`src/design/mhpq_pkg.sv`:
```
// Shared types and constants for the min-heap priority queue.
// Used by the cell row, the output buffer and the top level; no dependencies.
package mhpq_pkg;

	localparam int CAPACITY_DEF = 128;
	localparam int KEY_W        = 32;
	localparam int COUNT_OUT_W  = 8;
	localparam int STATUS_W     = 2;
	localparam int OUT_DATA_W   = 80;

	// Request kinds carried on the slave-side tuser bit
	typedef enum logic {
		REQ_INSERT = 1'b0,
		REQ_DELETE = 1'b1
	} req_kind_t;

	// Result status codes carried on the master-side tuser bits
	typedef enum logic [STATUS_W-1:0] {
		ST_OK    = 2'd0,
		ST_FULL  = 2'd1,
		ST_EMPTY = 2'd2
	} status_t;

	// Broadcast control from the top level to every cell
	typedef struct packed {
		logic                    ins;
		logic                    del;
		logic signed [KEY_W-1:0] value;
	} cell_ctrl_t;

	// One result item
	typedef struct packed {
		status_t                 status;
		logic signed [KEY_W-1:0] removed_value;
		logic [COUNT_OUT_W-1:0]  count_after;
		logic                    is_empty;
		logic signed [KEY_W-1:0] top_value;
	} result_t;

endpackage

```
`src/design/mhpq_out_buf.sv`:
```
// Two-entry output buffer (output register plus skid) for result items.
// Depends on mhpq_pkg for the result struct.
module mhpq_out_buf
	import mhpq_pkg::*;
(
	input  logic    clk,
	input  logic    arst_n,
	input  logic    push,
	input  result_t push_data,
	output logic    push_ready,
	output logic    out_valid,
	input  logic    out_ready,
	output result_t out_data
);

	logic    out_valid_q;
	logic    skid_valid_q;
	result_t out_q;
	result_t skid_q;
	logic    pop;

	assign pop        = out_valid_q && out_ready;
	assign push_ready = !skid_valid_q;

	// Hold control state
	always_ff @(posedge clk or negedge arst_n) begin
		if (!arst_n) begin
			out_valid_q  <= 1'b0;
			skid_valid_q <= 1'b0;
		end else begin
			if (!out_valid_q) begin
				out_valid_q <= push;
			end else if (pop) begin
				if (skid_valid_q) begin
					skid_valid_q <= 1'b0;
				end else begin
					out_valid_q <= push;
				end
			end else if (push) begin
				skid_valid_q <= 1'b1;
			end
		end
	end

	// Advance payload
	always_ff @(posedge clk) begin
		if (!out_valid_q || (pop && !skid_valid_q)) begin
			if (push) begin
				out_q <= push_data;
			end
		end else if (pop) begin
			out_q <= skid_q;
		end
		if (out_valid_q && !pop && push) begin
			skid_q <= push_data;
		end
	end

	assign out_valid = out_valid_q;
	assign out_data  = out_q;

endmodule

```
`config.mk`:
```
export PLATFORM = sky130hd
export DESIGN_NAME = mhpq_out_buf
export DESIGN_NICKNAME = d
export VERILOG_FILES = /design/src/design/mhpq_pkg.sv /design/src/design/mhpq_out_buf.sv
export SDC_FILE = /design/constraint.sdc
export NUM_CORES = 1
export LEC_CHECK = 0
export CORE_MARGIN = 1
export CORE_UTILIZATION = 35
export CTS_CLUSTER_SIZE = 12
export DETAILED_ROUTE_END_ITERATION = 7
export DONT_BUFFER_PORTS = 1
export PLACE_DENSITY_LB_ADDON = 0.25
export SYNTH_ARGS = -nofsm -noshare
export SYNTH_HDL_FRONTEND = slang
export SYNTH_SLANG_ARGS = --single-unit
```
`constraint.sdc`:
```
create_clock -name clk -period 10.5 [get_ports clk]
set_input_delay 1.575 -clock clk [delete_from_list [all_inputs] [get_ports clk]]
set_output_delay 1.575 -clock clk [all_outputs]
set_load 0.005 [all_outputs]
```
==> run_results.csv <==
group,metric,value,unit
run_status,status,"complete, no violations",
timing,drv_slew,0,
logic_synthesis,yosys_warnings,0,
critical_path,startpoint_type,"input port",
die,die-area,16300,um2
timing,finalHoldViolations,0,
global_routing,grt_pass1_wl,14200,um
pwr,p_leak,2.03,nW
logic_synthesis,synth_ff_type,"edfxtp_1",
logic_synthesis,synth.avg_cell_area,22.6,um2
timing,setup_viol,0,
cells_and_area,drive_gt1_frac,0.236,
global_routing,antenna_found_initial,0,
clocking,htreeDepth,4,
logic_synthesis,synth.top_cell.area_share,0.816,
cells_and_area,area_growth,13.8,%
global_routing,track_usage,0.122,
timing,rsz0062_at_grt,"false",
die,rows,45,
global_routing,grt-busiest-layer,"met2",
timing,worst_slew_pin_slew,1.18,ns
global_routing,grt_start_max_net_pins,76,
logic_synthesis,yosys.area.top_type,"edfxtp_1",
global_routing,grt_pass1_vias,2405,
clocking,postCtsSetupBuffers,0,
critical_path,path_max_fanout,42,
critical_path,crit_type,"input port to flip-flop",
logic_synthesis,syn_area,5520,um2
clocking,ctsHoldBuffers,0,
global_routing,grt_use_met2,0.179,
critical_path,cp.required,10.66,ns
logic_synthesis,netlist_instances,244,
clocking,clk_path_buf_depth,2,
pwr,p_per_area,221,nW/um2
detailed_routing,drc,0,
logic_synthesis,synth-seq-cells,152,
die,die_y,128,um
die,ios,156,
clocking,cts_made_buffers,17,
cells_and_area,regArea,4550,um2
clocking,root_buffer,"clkbuf_16",
detailed_routing,viasPerCell,4.67,
clocking,clk_latency,0.41,ns
logic_synthesis,yosys.cell_types.count,11,
timing,min_period_over_period,0.338,
pwr,peakVddDrop,0.110,mV
critical_path,crit_path_end_kind,"flip-flop",
cells_and_area,n_fill_cell,1369,
detailed_routing,post_drt_wl_per_cell,19.7,um
logic_synthesis,synth_edf_count,150,
logic_synthesis,synth.area.top_cells,"edfxtp_1, mux2_1, mux2_2",
timing,hold_slack,0.525,ns
timing,finClkSkew,0.00840,ns
logic_synthesis,syn-num-nets,323,
clocking,cts_resized,0,
flow_run,cap_violations,0,
global_routing,use_met1,0.140,
clocking,clk_pin_slew_worst_paths,0.06,ns
timing,fin_setup_tns,0,ns
place,portBuffers,0,
clocking,clock-sinks,152,
detailed_routing,num_vias,2252,
min_path,hp-class,"flip-flop to flip-flop",
cells_and_area,layout.nets,337,
logic_synthesis,synthArstFlopShare,0.0132,
detailed_routing,routed_wirelength,9500,um
cells_and_area,multi_input_area,910,um2
place,dp_hpwl,5600,um
die,initial_core_util,0.360,
place,gp_congestion,0.682,
detailed_routing,drt-initial-drc-count,174,
cells_and_area,diodes,0,
global_routing,gr-usage-met3,0.0800,
global_routing,overflow,0,
timing,fmax,0.281,GHz
pwr,p_total,1.39,mW
critical_path,cp_data_arrival_time,3.71,ns
logic_synthesis,ys_top_cells_by_count,"edfxtp_1, mux2_1, mux2_2, buf_6, a21oi_1",
timing,fin_crit,3.55,ns
detailed_routing,drt_first_pass_iters,4,
detailed_routing,ant_nets,0,
logic_synthesis,synth-seq-area-share,0.825,
timing,slew_headroom,0.209,
die,die_w,128,um
logic_synthesis,synth_most_common_cell,"edfxtp_1",
clocking,cts_tree,"done",
die,core_area,15300,um2
-- placed cells by master, fill, tap and decap left out, drive strengths merged --
master / n
a21oi: 4
and3: 1
buf: 3
bufinv: 1
clkbuf: 27
clkinv: 3
clkinvlp: 1
dfrtp: 2
edfxtp: 150
inv: 2
mux2: 75
nand2b: 1
o21ai: 1
-- logic make-up (layout without fill, tap and decap cells) --
kind of cell,Yosys count,after routing,share of synthesized area
buffers and inverters,10,37,0.0143
AOI/OAI and AO/OA,5,5,0.00521
DFF,152,152,0.825
and+or+nand+nor,2,2,0.00227
muxes,75,75,0.153
-- area by class of cell --
| class | count | share of cell area |
|---|---|---|
| Clock buffer | 27 | 0.0753 |
| Inverter | 2 | 0.00119 |
| Sequential cell | 152 | 0.725 |
| Timing Repair Buffer | 3 | 0.00358 |
| Clock inverter | 5 | 0.00817 |
| Tap cell | 211 | 0.0420 |
| Multi-Input combinational cell | 82 | 0.145 |
-- flip-flops by register name (all words and copies together), names as in the netlist --
register,count
out_valid,1
skid_q,75
skid_valid_q,1
out_data,75
-- routing by layer --
metal  vias to the layer above  share of wire
met5                         -              0
met4                         0          0.012
met3                        15           0.12
met2                       103           0.46
met1                      1132           0.42
li1                       1002              -
-- worst max-delay path: stages --
cell,delay (ns)
inv_1,0.09
o21ai_4,0.93
buf_4,0.63
mux2_2,0.40
-- through the flow --
step	cells	setup WS, ns	utilization	area [um2]
after floorplan	244	4.67	-	5520
after global placement	450	6.54	0.376	5760
after detailed placement	450	6.48	0.376	5760
after CTS	482	6.93	0.410	6280
after global routing	482	6.79	0.410	6280
final	482	6.95	0.410	6280
-- power by group --
| group | switching (mW) | internal [mW] |
|---|---|---|
| registers | 0.0231 | 0.733 |
| logic | 0.0471 | 0.0349 |
| clock network | 0.219 | 0.331 |
| total | 0.289 | 1.10 |
-- worst paths after layout --
check | start | end | slack [ns] | cells past startpoint
min in group asynchronous | arst_n | skid_valid_q | 0.86 | 0
min reg2reg | skid_q[41] | out_data[41] | 0.53 | 1
max | out_ready | out_data[2] | 6.95 | 4
min | skid_q[41] | out_data[41] | 0.53 | 1
max in group asynchronous | arst_n | out_valid | 9.57 | 0
max reg2reg | skid_valid_q | out_data[2] | 7.80 | 3
Note: power is estimated with default switching activity, not from simulation.
