[src/design/mhpq_pkg.sv]
// Shared types and constants for the min-heap priority queue.
// Used by the cell row, the output buffer and the top level; no dependencies.
package mhpq_pkg;

	localparam int CAPACITY_DEF = 128;
	localparam int KEY_W        = 32;
	localparam int COUNT_OUT_W  = 8;
	localparam int STATUS_W     = 2;
	localparam int OUT_DATA_W   = 80;

	// Request kinds carried on the slave-side tuser bit
	typedef enum logic {
		REQ_INSERT = 1'b0,
		REQ_DELETE = 1'b1
	} req_kind_t;

	// Result status codes carried on the master-side tuser bits
	typedef enum logic [STATUS_W-1:0] {
		ST_OK    = 2'd0,
		ST_FULL  = 2'd1,
		ST_EMPTY = 2'd2
	} status_t;

	// Broadcast control from the top level to every cell
	typedef struct packed {
		logic                    ins;
		logic                    del;
		logic signed [KEY_W-1:0] value;
	} cell_ctrl_t;

	// One result item
	typedef struct packed {
		status_t                 status;
		logic signed [KEY_W-1:0] removed_value;
		logic [COUNT_OUT_W-1:0]  count_after;
		logic                    is_empty;
		logic signed [KEY_W-1:0] top_value;
	} result_t;

endpackage

[src/design/mhpq_cell.sv]
// One cell of the sorted key row: holds one key and its place in the order.
// Depends on mhpq_pkg for the control struct and key width.
module mhpq_cell
	import mhpq_pkg::*;
#(
	parameter int CNT_W = 8,
	parameter int INDEX = 0
) (
	input  logic                    clk,
	input  cell_ctrl_t              ctrl,
	input  logic [CNT_W-1:0]        count,
	input  logic                    prev_lt,
	input  logic signed [KEY_W-1:0] prev_key,
	input  logic signed [KEY_W-1:0] next_key,
	output logic signed [KEY_W-1:0] key,
	output logic                    lt
);

	logic signed [KEY_W-1:0] key_q;
	logic                    occupied;

	// An empty cell acts as plus infinity for the insert compare
	always_comb begin
		occupied = CNT_W'(INDEX) < count;
		lt       = !occupied || (ctrl.value < key_q);
	end

	// Insert: shift right from the insert point; delete: shift left
	always_ff @(posedge clk) begin
		if (ctrl.ins && lt) begin
			key_q <= prev_lt ? prev_key : ctrl.value;
		end else if (ctrl.del) begin
			key_q <= next_key;
		end
	end

	assign key = key_q;

endmodule

[config.mk]
export PLATFORM = sky130hd
export DESIGN_NAME = mhpq_cell
export DESIGN_NICKNAME = d
export VERILOG_FILES = /design/src/design/mhpq_pkg.sv /design/src/design/mhpq_cell.sv
export SDC_FILE = /design/constraint.sdc
export NUM_CORES = 1
export LEC_CHECK = 0
export ABC_AREA = 1
export BUFFER_PORTS_ARGS = -buffer_cell sky130_fd_sc_hd__buf_4
export CAP_MARGIN = 20
export CORE_AREA = 2 2 103 95
export DETAILED_ROUTE_END_ITERATION = 10
export DIE_AREA = 0 0 105 97
export HOLD_SLACK_MARGIN = 0.06
export PLACE_DENSITY = 0.67
export SLEW_MARGIN = 30
export SYNTH_ARGS = -nofsm -noshare
export SYNTH_HDL_FRONTEND = slang
export SYNTH_SLANG_ARGS = --single-unit
[constraint.sdc]
create_clock -name clk -period 6.5 [get_ports clk]
set_input_delay 0.325 -clock clk [delete_from_list [all_inputs] [get_ports clk]]
set_output_delay 0.325 -clock clk [all_outputs]
set_load 0.005 [all_outputs]
==> results of run 1 <==
## worst register-to-register path, delay by kind of cell (launching register included)
kind | cells | cell delay [ns]
AO/OA/AOI/OAI | 1 | 0.17
adder cells (fa/ha/maj) | 1 | 0.38
buffers and inverters | 3 | 0.52
flip-flops | 1 | 0.35
AND/OR/NAND/NOR | 8 | 1.32
## area by class of cell
| type | instances | area, um2 |
|---|---|---|
| inverters | 42 | 157.7 |
| flip-flops and latches | 32 | 960.9 |
| clock buffers | 5 | 68.82 |
| clock inverters | 3 | 13.76 |
| repair buffers | 141 | 1059 |
| multi-input cells | 226 | 1490 |
| fillers | 928 | 5099 |
| well taps | 122 | 152.6 |
## cells in the mapped netlist
| cell | number | area, um2 |
|---|---|---|
| mux2_2 | 31 | 349.1 |
| o211ai_1 | 1 | 7.510 |
| clkbuf_1 | 8 | 30.03 |
| nand2_1 | 83 | 311.6 |
| o21a_1 | 1 | 7.510 |
| buf_6 | 2 | 22.52 |
| nor4_1 | 2 | 12.51 |
| o21ai_0 | 5 | 25.02 |
| edfxtp_1 | 32 | 960.9 |
| inv_1 | 42 | 157.7 |
| a21oi_1 | 16 | 80.08 |
| nand2_4 | 1 | 11.26 |
| nor3_1 | 2 | 10.01 |
| buf_2 | 2 | 10.01 |
| nand3_4 | 1 | 17.52 |
| nand3_1 | 34 | 170.2 |
| nand4_1 | 3 | 18.77 |
| ha_1 | 31 | 387.9 |
| nand2_2 | 10 | 62.56 |
| buf_8 | 1 | 15.01 |
| buf_4 | 1 | 7.510 |
| nor2_1 | 5 | 18.77 |
## logic make-up after synthesis
group / count (synthesis)
simple gates: 141
buf+inv: 56
flops: 32
mux: 31
fa+ha+maj: 31
compound gates: 23
## per-stage QoR
stage	hold slack (ns)	power (mW)	utilization (%)
5_1_grt	0.3003	0.9924	43.36
4_1_cts	0.2949	0.9221	43.36
2_1_floorplan	0.4978	0.5823	-
6_report	0.3071	0.9070	43.36
3_5_place_dp	0.5953	0.7689	42.44
3_3_place_gp	0.5875	0.7554	42.44
## placed cells by master (no fill, tap or decap)
cell type	synthesis	final
a21oi_1	16	16
buf_4	1	141
clkbuf_8	0	5
clkinv_1	0	1
clkinv_2	0	2
edfxtp_1	32	32
ha_1	31	31
inv_1	42	42
mux2_2	31	31
nand2_1	83	83
nand2_2	10	10
nand2_4	1	1
nand3_1	34	34
nand3_4	1	1
nand4_1	3	3
nor2_1	5	5
nor3_1	2	2
nor4_1	2	2
o211ai_1	1	1
o21a_1	1	1
o21ai_0	5	5
## power by group
| part | switching (mW) | leakage, nW | internal (mW) | total (mW) |
|---|---|---|---|---|
| Sequential | 0.0280 | 0.322 | 0.301 | 0.329 |
| Clock | 0.0768 | 0.0453 | 0.0727 | 0.149 |
| Combinational | 0.225 | 1.67 | 0.203 | 0.428 |
| Total | 0.330 | 2.04 | 0.577 | 0.907 |
## per-layer routing
layer  vias to the layer above  part of all wire, %  GRT usage, %
met5                         -                    0             0
met4                         0                 0.74         3.077
met3                         6                  8.4         4.582
met2                       108                   46         24.93
met1                      1153                   45         19.57
li1                       1326                    -             -
## path summary, 6_finish.rpt
kind | start | end | slack, ns
max reg2reg | key[31] | key[21] | 3.40
max | key[31] | key[21] | 3.40
min | next_key[14] | key[14] | 0.31
min reg2reg | key[31] | key[13] | 1.48
==> summary.md, run 1 <==
| Metric | Value |
|---|---|
| Status | complete, no violations |
| HP Class | in -> reg |
| Layout Cells excl Fill | 571 |
| Main combinational cell family by area after synthesis | simple AND/OR/NAND/NOR gates |
| Area Overhead vs Synth | 44.87% |
| Detail Placement HPWL | 5.897 mm |
| CTS H-tree lvls | 2 |
| Final setup viols | 0 |
| Fin Clk Skew | 0.006670 ns |
| Port buffer count | 140 |
| Post-CTS Resized | 0 |
| XOR/XNOR share of the synthesized area | 0% |
| Largest net degree at the start of global routing | 35 |
| TritonCTS Buffers | 5 |
| Antenna violations before repair | 0 |
| WS Path Type | reg -> reg |
| GRT overflow | 0 |
| Crit path max-delay family | simple AND/OR/NAND/NOR gates |
| Inst Count DP | 563 |
| Post-route cell area | 3902 um2 |
| Max-cap violations | 0 |
| Via/cell ratio | 4.541 |
| Die area | 10190 um2 |
| Final ANT Viol Nets | 0 |
| CTS Hold Bufs | 0 |
| DR vias | 2593 |
| DRT Pass-1 Iters | 4 |
| Post-synthesis mux area share | 12.96% |
| Synth Area in Simple Gates | 23.50% |
| Flip-flop count of the largest register after layout | 32 |
| Die H | 97 um |
| Critical Path Sink Type | register |
| Post-CTS setup buffer count | 0 |
| Crit path largest cell delay | 0.39 ns |
| Syn nets | 453 |
| IO Pins | 141 |
| Root Buffer | clkbuf_8 |
| Worst setup SP type | register |
| Peak VDD IR | 0.1050 mV |
| Setup_tns | 0 ns |
| CTS tree | yes |
| CP Max Fanout | 34 |
| Routed length per placed instance | 13.28 um |
| Fmax | 322.3 MHz |
| Total Wirelength | 7.584 mm |
| Period utilization | 47.74% |
| Final min period | 3.103 ns |
| CP Depth | 13 |
| Rows | 33 |
| Final WS setup | 3.397 ns |
| Average size of a mapped cell | 8.579 um2 |
| Hold Crit Depth | 3 |
| Drt drc | 0 |
| Clock transition at path regs | 0.07 ns |
| Vias in the first global route | 2615 |
| Buffers & Inverters on Critical Path | 3 |
| Initial DRC count | 97 |
| Layout Nets | 587 |
| Share of cells above drive strength 1 | 42.54% |
| P_leak | 2.041 nW |
| Yosys warns | 0 |
| Cell count after synthesis | 314 |
| Seq/Total Area, Yosys | 35.67% |
| Worst slack at placement | 3.265 ns |
| Cell variety after synth | 22 |
| FF+latch count, synth | 32 |
| Worst path slowest cell | buf_4 |
| Clk sink count | 32 |
| Cell area after synthesis | 2694 um2 |
| Clock Path Buffers | 2 |
| Slew Limit Headroom | 69.21% |
| CP dominant cell by count | nand2_1 |
| Post-DP Area | 3820 um2 |
| Die width | 105 um |
| Diodes inserted | 0 |
| Cells on worst reg2reg path | 13 |
| Core area | 9001 um2 |
| Complex-gate fraction of the synthesized area | 4.459% |
| Clock latency on the worst-skew pair | 0.28 ns |
| Critical path, cell by cell | inv_1 > ha_1 > nand4_1 > inv_1 > nand4_1 > a21oi_1 > nor2_1 > nand2_1 > nand2_1 > nand3_4 > nand2_4 > nand2_1 > buf_4 |
| Unrepaired setup endpoints after global routing | false |
| Gr usage total | 15.11% |
| Slew Limit Fails | 0 |
| Worst Tran Pin Value | 0.4619 ns |
| Initial core utilization | 29.93% |
| Final Hold Viols | 0 |
| Adder-Cell Fraction of Synth Area | 14.40% |
| PwrDens | 232.4 nW/um2 |
| First-pass GRT wire length | 12.34 mm |
| Worst endpoint data arrival time | 3.03 ns |
| GP Congestion | 0.8028 |
| CP required | 6.43 ns |
(Power assumes the default switching activity.)
==> run 2, diff against run 1 <==
--- a/config.mk
+++ b/config.mk
@@ -5,14 +5,14 @@
 export SDC_FILE = /design/constraint.sdc
 export NUM_CORES = 1
 export LEC_CHECK = 0
-export ABC_AREA = 1
+export ABC_AREA = 0
 export BUFFER_PORTS_ARGS = -buffer_cell sky130_fd_sc_hd__buf_4
 export CAP_MARGIN = 20
-export CORE_AREA = 2 2 103 95
+export CORE_AREA = 2 2 104 96
 export DETAILED_ROUTE_END_ITERATION = 10
-export DIE_AREA = 0 0 105 97
+export DIE_AREA = 0 0 106 98
 export HOLD_SLACK_MARGIN = 0.06
-export PLACE_DENSITY = 0.67
+export PLACE_DENSITY = 0.69
 export SLEW_MARGIN = 30
 export SYNTH_ARGS = -nofsm -noshare
 export SYNTH_HDL_FRONTEND = slang
==> constraint.sdc (replaced) <==
create_clock -name clk -period 2.65 [get_ports clk]
set_input_delay 0.1325 -clock clk [delete_from_list [all_inputs] [get_ports clk]]
set_output_delay 0.1325 -clock clk [all_outputs]
set_load 0.005 [all_outputs]
==> run 2 against run 1 <==
Net effect: the run now ends with negative setup slack left; global-route usage decreased by 1.1 points; sequential share of layout area decreased by 2.8 points; final cell count decreased by 9.1%; routed wire length increased by 3.8%; register-to-register slack got worse by 3.6 ns; via count decreased by 8.8%; combinational power increased to 3.0 times the previous value; count of clock-buffer cells in the layout increased by 1; critical endpoint is now key[24].
==> summary.md, run 2 <==
| Metric | Value |
|---|---|
| Share of the synthesized area in the top cell type | 34.97% (-0.70 points) |
| GRT overflow | 0 (unchanged) |
| Inst Count DP | 502 (-11%) |
| Worst endpoint data arrival time | 2.86 ns (-0.17 ns) |
| Top cells by area, synth | edfxtp_1, mux2_4, mux2_2 |
| Clock Path Buffers | 2 (unchanged) |
| Worst Tran Pin Value | 0.4498 ns (-0.01205 ns) |
| Seq/Total Area, Yosys | 34.97% (-0.70 points) |
| Rows | 34 (+3.0%) |
| Combinational share of power | 50.5% (+3.3 points) |
| Cell area after synthesis | 2748 um2 (+2.0%) |
| Most frequent cells in the layout | buf_4, mux2_2, edfxtp_1 |
| Port buffer count | 140 (unchanged) |
| Final Hold Viols | 0 (unchanged) |
| Unrepaired setup endpoints after global routing | true |
| Die area | 10390 um2 (+2.0%) |
| Cells on worst reg2reg path | 10 (-3) |
| WS Path Type | reg -> reg |
| CTS tree | yes |
| Initial DRC count | 58 (-40%) |
| Routed length per placed instance | 15.17 um (+14%) |
| CP Max Fanout | 7 (-79%) |
| Reg2reg end | key[24] |
| Fmax | 354.4 MHz (+10%) |
| Most common cell after layout, fill and taps aside | buf_4 |
| Cell variety after synth | 35 (+59%) |
| Yosys warns | 0 (unchanged) |
| Via/cell ratio | 4.559 (+0.39%) |
| Gr usage total | 14.06% (-1.1 points) |
| Core area | 9402 um2 (+4.4%) |
| Diodes inserted | 0 (unchanged) |
| FF+latch count, synth | 32 (unchanged) |
| Fraction of registers with async set/reset | 0% (unchanged) |
| Die H | 98 um (+1.0%) |
| Root Buffer | clkbuf_8 |
| Fin Clk Skew | 0.005507 ns (-0.001163 ns) |
| DR vias | 2366 (-8.8%) |
| Reg2reg start | key[19] |
| Sw Ratio | 30.31% (-6.1 points) |
| Main flop type after synthesis | edfxtp_1 |
| Final min period | 2.822 ns (-0.2811 ns) |
| Vias in the first global route | 2494 (-4.6%) |
| Final ANT Viol Nets | 0 (unchanged) |
| EDFF count, synth | 32 (unchanged) |
| Share of cells above drive strength 1 | 66.16% (+24 points) |
| Clock share of power | 18.9% (+2.4 points) |
| GP Congestion | 0.7211 (-10%) |
| R2r setup slk | -0.17 ns (-3.57 ns) |
| Clock latency on the worst-skew pair | 0.28 ns (about the same) |
| Largest net degree at the start of global routing | 33 (-5.7%) |
| Final Util | 46.78% (+3.4 points) |
| Post-synth top area cell | edfxtp_1 |
| IO Pins | 141 (unchanged) |
| GR Util met2 | 25.71% (+0.78 points) |
| Clock transition at path regs | 0.07 ns (about the same) |
| Slew Limit Headroom | 69.24% (about the same) |
| Antenna violations before repair | 0 (unchanged) |
| Flip-flop count of the largest register after layout | 32 (unchanged) |
| Period utilization | 106.5% (+59 points) |
| Initial core utilization | 29.23% (-0.70 points) |
| Worst slack at placement | -0.1404 ns (-3.406 ns) |
| First-pass GRT wire length | 11.70 mm (-5.2%) |
| Die width | 106 um (+0.95%) |
| Worst setup SP type | register |
| CTS Hold Bufs | 0 (unchanged) |
| Sequential share of power | 30.6% (-5.7 points) |
| Met1 Use GR | 16.62% (-3.0 points) |
| Violated checks | negative setup slack |
| Drt drc | 0 (unchanged) |
| Count leader, synth | mux2_2 |
| Final setup viols | 64 (+64) |
| Total Wirelength | 7.874 mm (+3.8%) |
| Detail Placement HPWL | 5.806 mm (-1.5%) |
| Layout Cells excl Fill | 519 (-9.1%) |
| CP required | 2.69 ns (-3.74 ns) |
| Met3 Use GR | 3.538% (-1.0 points) |
| Post-synth top cells | mux2_2, inv_1, edfxtp_1 |
| Status | finished, violations left |
| Peak VDD IR | 0.2899 mV (+180%) |
| P_leak | 2.088 nW (+2.3%) |
| Area Overhead vs Synth | 60.06% |
| Sw Pwr | 0.7610 mW (+130%) |
| Internal Power | 1.750 mW (+200%) |
| Slew Limit Fails | 0 (unchanged) |
| Hold Crit Depth | 2 (-1) |
| HP Class | in -> reg |
| Gr busiest metal | met2 |
| PwrDens | 570.8 nW/um2 (+150%) |
| Cell count after synthesis | 228 (-27%) |
| Max-cap violations | 0 (unchanged) |
| Syn nets | 367 (-19%) |
| CTS H-tree lvls | 2 (unchanged) |
| DRT Pass-1 Iters | 4 (unchanged) |
| Hold Crit Endpoint | key[11] |
| Layout Nets | 531 (-9.5%) |
| Worst hold slack | 0.1432 ns (-0.1639 ns) |
| TritonCTS Buffers | 5 (unchanged) |
| Clk sink count | 32 (unchanged) |
| Average size of a mapped cell | 12.05 um2 (+40%) |
| Final WS setup | -0.1719 ns (-3.569 ns) |
| HP Start | next_key[11] |
| Critical Path Sink Type | register |
-- run 2: final cells by class --
type	count	area, um2
timing repair buffer	164	1308
clock inverter	2	35.03
inverter	33	123.9
clock buffer	6	72.57
fill	875	5004
multi-input combinational	156	1740
sequential	32	960.9
tap	126	157.7
-- run 2: per-stage QoR --
stage | TNS (ns) | power (mW) | instance area, um2
2_1_floorplan | 0 | 1.411 | 2780
3_3_place_gp | -2.594 | 1.850 | 4049
3_5_place_dp | -8.202 | 1.882 | 4049
4_1_cts | -5.224 | 2.391 | 4194
5_1_grt | -15.15 | 2.674 | 4398
6_report | -7.795 | 2.511 | 4398
-- run 2: worst max-delay path, stage by stage, from the launching register on --
cell	delay, ns
edfxtp_1	0.37
inv_2	0.06
ha_4	0.27
nand4_1	0.19
nor4_4	0.38
and3_1	0.21
a22oi_2	0.06
a311o_2	0.41
buf_12	0.16
clkbuf_16	0.16
mux2_4	0.30
-- run 2: logic make-up after synthesis --
group / Yosys count / share of synthesized area, %
adders and majority gates: 31 / 14.12
DFF: 32 / 34.97
buffers and inverters: 41 / 7.650
AOI/OAI and AO/OA: 27 / 6.376
and+or+nand+nor: 33 / 6.694
muxes: 64 / 30.19
-- run 2: power by group through the flow --
stage / sequential (mW) / clock (mW) / combinational (mW)
final: 0.767 / 0.475 / 1.27
after floorplan: 0.780 / 0 / 0.631
after global routing: 0.782 / 0.506 / 1.39
after CTS: 0.767 / 0.494 / 1.13
after detailed placement: 0.777 / 0 / 1.10
after global placement: 0.772 / 0 / 1.08
-- run 2: layer usage --
layer  share of wire [%]  routed length (um)  vias up
met5                   0                   0        -
met3                 5.9                 468        5
met1                  43                3394     1110
li1                    -                   -     1166
met4                0.46                  36        0
met2                  50                3974       85
-- run 2: worst max-delay path by stage --
stage	start	endpoint	slack, ns	cells after the start
floorplan	key[26]	key[0]	0.004	10
global placement	key[26]	key[8]	-0.05	8
detailed placement	key[26]	key[6]	-0.14	9
CTS	key[27]	key[6]	-0.10	9
global route	key[26]	key[27]	-0.28	11
finish	key[19]	key[24]	-0.17	10
-- run 2: repair_timing --
action / CTS / global route
resized for setup: 4 / 17
endpoints found under the setup margin: 64 / 65
cloned: 0 / 4
pin swaps: 5 / 13
buffers inserted: 1 / 4
endpoints found under the hold margin: 0 / 0
